File: src/rtl/core/brc_pkg.sv
// ----------------------------------------------------------------------------
// brc_pkg
// Shared constants, opcodes and controller/datapath types of the byte CPU.
// ----------------------------------------------------------------------------
package brc_pkg;

   localparam int NUM_REGS  = 8;
   localparam int REG_IDX_W = $clog2(NUM_REGS);
   localparam int RET_DEPTH = 256;
   localparam int RET_AW    = $clog2(RET_DEPTH);
   localparam int MEM_DEPTH = 65536;
   localparam int MEM_AW    = $clog2(MEM_DEPTH);
   localparam int WORD_W    = 8;
   localparam int PC_W      = 16;
   localparam int DIV_CNT_W = $clog2(WORD_W);

   // Fixed register roles
   localparam logic [REG_IDX_W-1:0] REG_OFFSET = REG_IDX_W'(5);
   localparam logic [REG_IDX_W-1:0] REG_PTR_LO = REG_IDX_W'(6);
   localparam logic [REG_IDX_W-1:0] REG_PTR_HI = REG_IDX_W'(7);

   // Flag bit positions
   localparam int FLAG_EQ = 0;
   localparam int FLAG_GT = 1;

   typedef logic [1:0] action_type;
   localparam action_type ACT_CODE_WR = 2'd0;
   localparam action_type ACT_DATA_WR = 2'd1;
   localparam action_type ACT_EXECUTE = 2'd2;

   typedef logic [7:0] opcode_type;
   localparam opcode_type OP_HALT      = 8'd0;
   localparam opcode_type OP_NOP       = 8'd1;
   localparam opcode_type OP_LOAD_IMM  = 8'd2;
   localparam opcode_type OP_MOVE      = 8'd3;
   localparam opcode_type OP_LOAD      = 8'd4;
   localparam opcode_type OP_STORE     = 8'd5;
   localparam opcode_type OP_STORE_IND = 8'd6;
   localparam opcode_type OP_STORE_PTR = 8'd7;
   localparam opcode_type OP_PUSH      = 8'd8;
   localparam opcode_type OP_POP       = 8'd9;
   localparam opcode_type OP_JUMP      = 8'd10;
   localparam opcode_type OP_CALL      = 8'd11;
   localparam opcode_type OP_RETURN    = 8'd12;
   localparam opcode_type OP_INC       = 8'd13;
   localparam opcode_type OP_DEC       = 8'd14;
   localparam opcode_type OP_ADD       = 8'd15;
   localparam opcode_type OP_SUB       = 8'd16;
   localparam opcode_type OP_MUL       = 8'd17;
   localparam opcode_type OP_DIV       = 8'd18;
   localparam opcode_type OP_AND       = 8'd19;
   localparam opcode_type OP_OR        = 8'd20;
   localparam opcode_type OP_XOR       = 8'd21;
   localparam opcode_type OP_NOT       = 8'd22;
   localparam opcode_type OP_SHL       = 8'd23;
   localparam opcode_type OP_SHR       = 8'd24;
   localparam opcode_type OP_CMP       = 8'd25;
   localparam opcode_type OP_JEQ       = 8'd26;
   localparam opcode_type OP_JNE       = 8'd27;
   localparam opcode_type OP_JGT       = 8'd28;
   localparam opcode_type OP_JLE       = 8'd29;
   localparam opcode_type OP_CODE_LOAD = 8'd30;

   typedef enum logic [3:0] {
      ST_IDLE,
      ST_FETCH_OP,
      ST_FETCH_A,
      ST_FETCH_B,
      ST_READ_A,
      ST_READ_B,
      ST_EXEC,
      ST_MEM_WAIT,
      ST_PTR_LO,
      ST_PTR_HI,
      ST_PTR_WR,
      ST_RET_LO,
      ST_RET_HI,
      ST_DIV,
      ST_DONE
   } ctl_state_type;

   typedef struct packed {
      ctl_state_type step;
      logic          accept;
      logic          rsp_load;
   } ctl_cmd_type;

   typedef struct packed {
      opcode_type opcode;
      logic       running;
      logic       divisor_zero;
      logic       div_last;
   } dp_status_type;

   typedef struct packed {
      logic [PC_W-1:0]   program_counter;
      logic              is_running;
      logic [1:0]        flag_bits;
      logic [2:0]        dest_index;
      logic [WORD_W-1:0] dest_value;
      logic              dest_valid;
      logic              divide_fault;
   } result_type;

endpackage

File: src/rtl/core/brc_controller.sv
// ----------------------------------------------------------------------------
// brc_controller
// Sequencer: accepts requests, walks fetch/execute steps, hands off the
// response into a one-entry output register.
// ----------------------------------------------------------------------------
module brc_controller (
   input  logic                   clock,
   input  logic                   reset,
   input  logic                   req_valid,
   input  brc_pkg::action_type    req_action,
   output logic                   req_ready,
   output logic                   rsp_valid,
   input  logic                   rsp_ready,
   input  brc_pkg::dp_status_type status,
   output brc_pkg::ctl_cmd_type   cmd
);
   import brc_pkg::*;

   ctl_state_type state_ff, state_in;
   logic          rsp_valid_ff, rsp_valid_in;

   // Next state and commands
   always_comb begin
      state_in     = state_ff;
      rsp_valid_in = rsp_valid_ff && !rsp_ready;
      req_ready    = 1'b0;
      cmd.step     = state_ff;
      cmd.accept   = 1'b0;
      cmd.rsp_load = 1'b0;

      unique case (state_ff)
         ST_IDLE: begin
            req_ready = 1'b1;
            if (req_valid) begin
               cmd.accept = 1'b1;
               state_in   = (req_action == ACT_EXECUTE && status.running) ? ST_FETCH_OP
                                                                          : ST_DONE;
            end
         end
         ST_FETCH_OP: state_in = ST_FETCH_A;
         ST_FETCH_A:  state_in = ST_FETCH_B;
         ST_FETCH_B:  state_in = ST_READ_A;
         ST_READ_A:   state_in = ST_READ_B;
         ST_READ_B:   state_in = ST_EXEC;
         ST_EXEC: begin
            unique case (status.opcode) inside
               OP_LOAD, OP_POP, OP_CODE_LOAD: state_in = ST_MEM_WAIT;
               OP_STORE_IND, OP_STORE_PTR:    state_in = ST_PTR_LO;
               OP_CALL:                       state_in = ST_RET_HI;
               OP_RETURN:                     state_in = ST_RET_LO;
               OP_DIV: state_in = status.divisor_zero ? ST_DONE : ST_DIV;
               default:                       state_in = ST_DONE;
            endcase
         end
         ST_MEM_WAIT: state_in = ST_DONE;
         ST_PTR_LO:   state_in = ST_PTR_HI;
         ST_PTR_HI:   state_in = ST_PTR_WR;
         ST_PTR_WR:   state_in = ST_DONE;
         ST_RET_LO:   state_in = ST_RET_HI;
         ST_RET_HI:   state_in = ST_DONE;
         ST_DIV: begin
            if (status.div_last) begin
               state_in = ST_DONE;
            end
         end
         ST_DONE: begin
            // Load the response once the output slot is free
            if (!rsp_valid_ff || rsp_ready) begin
               cmd.rsp_load = 1'b1;
               rsp_valid_in = 1'b1;
               state_in     = ST_IDLE;
            end
         end
         default: state_in = ST_IDLE;
      endcase
   end

   // State register
   always_ff @(posedge clock) begin
      if (reset) begin
         state_ff     <= ST_IDLE;
         rsp_valid_ff <= 1'b0;
      end else begin
         state_ff     <= state_in;
         rsp_valid_ff <= rsp_valid_in;
      end
   end

   assign rsp_valid = rsp_valid_ff;

endmodule

File: config.mk
export PLATFORM = sky130hd
export DESIGN_NAME = brc_controller
export DESIGN_NICKNAME = d
export VERILOG_FILES = /design/src/rtl/core/brc_pkg.sv /design/src/rtl/core/brc_controller.sv
export SDC_FILE = /design/constraint.sdc
export NUM_CORES = 1
export LEC_CHECK = 0
export BUFFER_PORTS_ARGS = -buffer_cell sky130_fd_sc_hd__buf_2
export CAP_MARGIN = 20
export CORE_MARGIN = 2
export CORE_UTILIZATION = 41
export DETAILED_ROUTE_END_ITERATION = 16
export GPL_TIMING_DRIVEN = 0
export PLACE_DENSITY = 0.71
export SYNTH_ARGS = -nofsm -noshare
export SYNTH_HDL_FRONTEND = slang
export SYNTH_SLANG_ARGS = --single-unit
File: constraint.sdc
create_clock -name clock -period 1.6 [get_ports clock]
set_clock_uncertainty 0.2 [all_clocks]
set_input_delay 0.32 -clock clock [delete_from_list [all_inputs] [get_ports clock]]
set_output_delay 0.32 -clock clock [all_outputs]
set_load 0.02 [all_outputs]
==> impl_metrics.yaml <==
outcome:
  status: "complete, but fails checks"
  violations: "negative setup slack"
global_routing:
  grt_pass1_vias: 780
  grt_usage: 0.2099
  grt_start_max_net_pins: 11
  antenna_found_initial: 0
  grt_pass1_wl_um: 3208
  gr-total-overflow: 0
clocking:
  clock_path_buffers: 2
  insertion_delay_ns: 0.23
  path_clk_slew_ns: 0.04
  cts.sink_count: 5
  cts_buffers: 3
  cts_root_buffer: "clkbuf_4"
  cts_htree_levels: 1
  cts_tree: "yes"
placement:
  place.gp.congestion: 0.8249
  hpwl_um: 1311
  numPortBuffers: 21
  place_ws_ns: -0.2293
cells_and_area:
  fill_cells: 113
  post-route-util: 0.7021
  nets: 150
  layout-drive-gt1-share: 0.4773
  antenna-diode-count: 0
  syn2layout_area_growth_pct: 57.85
logic_synthesis:
  syn_area_um2: 685.7
  synth_seq_cells: 5
  syn_nets: 110
  synth_fa_ha_area_frac: 0
  synth.distinct_cells: 42
  avgSynthCellArea_um2: 7.373
  synth.top_cell.area_share: 0.1460
  synth_common_cells: "a21oi_1 (8), nand2_1 (7), nor2_1 (7)"
  synth.area.mux_share: 0.01642
  synthFlopType: "dfxtp_1"
  synth_edf_count: 0
  yosysSeqAreaShare: 0.1460
  synth_xor_area_frac: 0
  synthSimpleGateAreaFrac: 0.4872
  post-synth-top-count-cell: "a21oi_1"
  synth_warnings: 0
  synth_area_leaders: "dfxtp_1 (15%), a21oi_1 (5.8%), nor2b_1 (5.5%), buf_2 (4.4%), nor4bb_1 (4.4%)"
  synth_compound_area_frac: 0.2828
  async_flop_share: 0
  yosysTopAreaCell: "dfxtp_1"
  synth_top_family_by_area: "simple AND/OR/NAND/NOR gates"
  synthCells: 93
worst_setup_path:
  cp-start-kind: "flip-flop"
  cp-end-kind: "output port"
  worst_ep_arrival_time_ns: 1.29
  path_class: "reg -> out"
  crit_required_ns: 1.08
  critPathMaxFanout: 4
timing:
  min_period_over_period: 1.130
  layout_setup_ws_ns: -0.2086
  setup_violations: 7
  finalHoldViolCount: 0
  period_needed_ns: 1.809
  grt_setup_unrepaired: "yes"
  worst_slew_pin_slew_ns: 0.3285
  fmax_ghz: 0.5529
  maxSlewViolCount: 0
  max-slew-margin-rel: 0.7781
power_and_ir_drop:
  leakage_nw: 0.4462
  ir_worst_vdd_uv: 958.3
  p_per_area_nw_per_um2: 1527
detailed_routing:
  detail-route-antenna-nets: 0
  first_pass_iters: 4
  via_count: 910
  totalWireLength_um: 2155
  drt-initial-drc-count: 32
  drcViolationCount: 0
  post_drt_wl_per_cell_um: 14.56
  vias_per_cell: 6.149
floorplanning:
  start_util: 0.4448
  die_h_um: 44.90
  fp-row-count: 14
  io_pins: 25
  core-area_um2: 1541
  die_area_um2: 2016
  dieWidth_um: 44.90
run:
  max-cap-violations: 0
hold_path:
  hold_path_class: "in -> reg"
## cells by family (layout without fill, tap and decap cells)
| kind of cell | after synthesis | count (layout) |
|---|---|---|
| AND/OR/NAND/NOR | 50 | 50 |
| multiplexers | 1 | 1 |
| flip-flops | 5 | 5 |
| AO/OA/AOI/OAI | 28 | 28 |
| buffers and inverters | 9 | 48 |
## layout by cell type (no fill, tap or decap), drive strengths merged, types with 4 or more instances in the layout
cell / Yosys / routed
nor2b: 6 / 6
nor2: 7 / 7
nand2: 7 / 7
o21ai: 4 / 4
clkbuf: 1 / 6
nor3b: 4 / 4
buf: 7 / 41
a21oi: 8 / 8
dfxtp: 5 / 5
nor3: 4 / 4
## layout make-up
type,count,area (µm²),share of cell area
Sequential cell,5,112.6,0.1040
Tap cell,16,20.02,0.01850
Clock buffer,4,26.28,0.02428
Multi-Input combinational cell,79,598.1,0.5526
Timing Repair Buffer,36,261.5,0.2416
Inverter,1,3.754,0.003468
Buffer,7,60.06,0.05549
## critical path, stage by stage, from the launching register on
cell and delay, ns:
dfxtp_4 0.36, buf_6 0.13, nand4b_1 0.27, nor2b_4 0.17, buf_6 0.12
## sequential cells by signal (all words and copies together) (netlist names)
register	flops
rsp_valid	1
state_ff	4
## routing by layer
metal  GRT usage  vias to the layer above  share of wire
li1            -                      437              -
met4      0.1412                        0          0.017
met2      0.3072                       43           0.47
met5           0                        -              0
met3     0.03600                        6          0.067
met1      0.2805                      424           0.44
## path summary, 6_finish.rpt
check                                 start  slack [ns]           to  cells after the start
worst min-delay path                  reset        0.13    rsp_valid                      2
worst max-delay path            state_ff[0]       -0.21       cmd[0]                      4
worst min register to register    rsp_valid        0.42    rsp_valid                      2
worst max register to register  state_ff[0]       -0.09  state_ff[2]                      6
## through the flow
stage	hold WS, ns	std cells	cell area [µm²]	power (mW)	TNS, ns
2_1_floorplan	0.1847	93	715.7	0.8781	-0.2371
3_3_place_gp	0.3457	130	840.8	1.068	-0.4971
3_5_place_dp	0.3558	130	840.8	1.075	-0.5538
4_1_cts	0.1052	144	992.2	1.457	-0.3918
5_1_grt	0.1272	148	1082	1.761	-1.096
6_report	0.1281	148	1082	1.652	-0.6099
## what timing repair did
item / CTS / global route
cloned: 0 / 1
pin swaps: 8 / 8
resized for setup: 17 / 8
hold buffers: 0 / 0
setup endpoints to repair: 4 / 7
buffers inserted: 10 / 4
## power breakdown
group | internal (mW) | switching (mW)
sequential | 0.194 | 0.0918
combinational | 0.672 | 0.557
clock | 0.0937 | 0.0433
(Power assumes the default switching activity.)
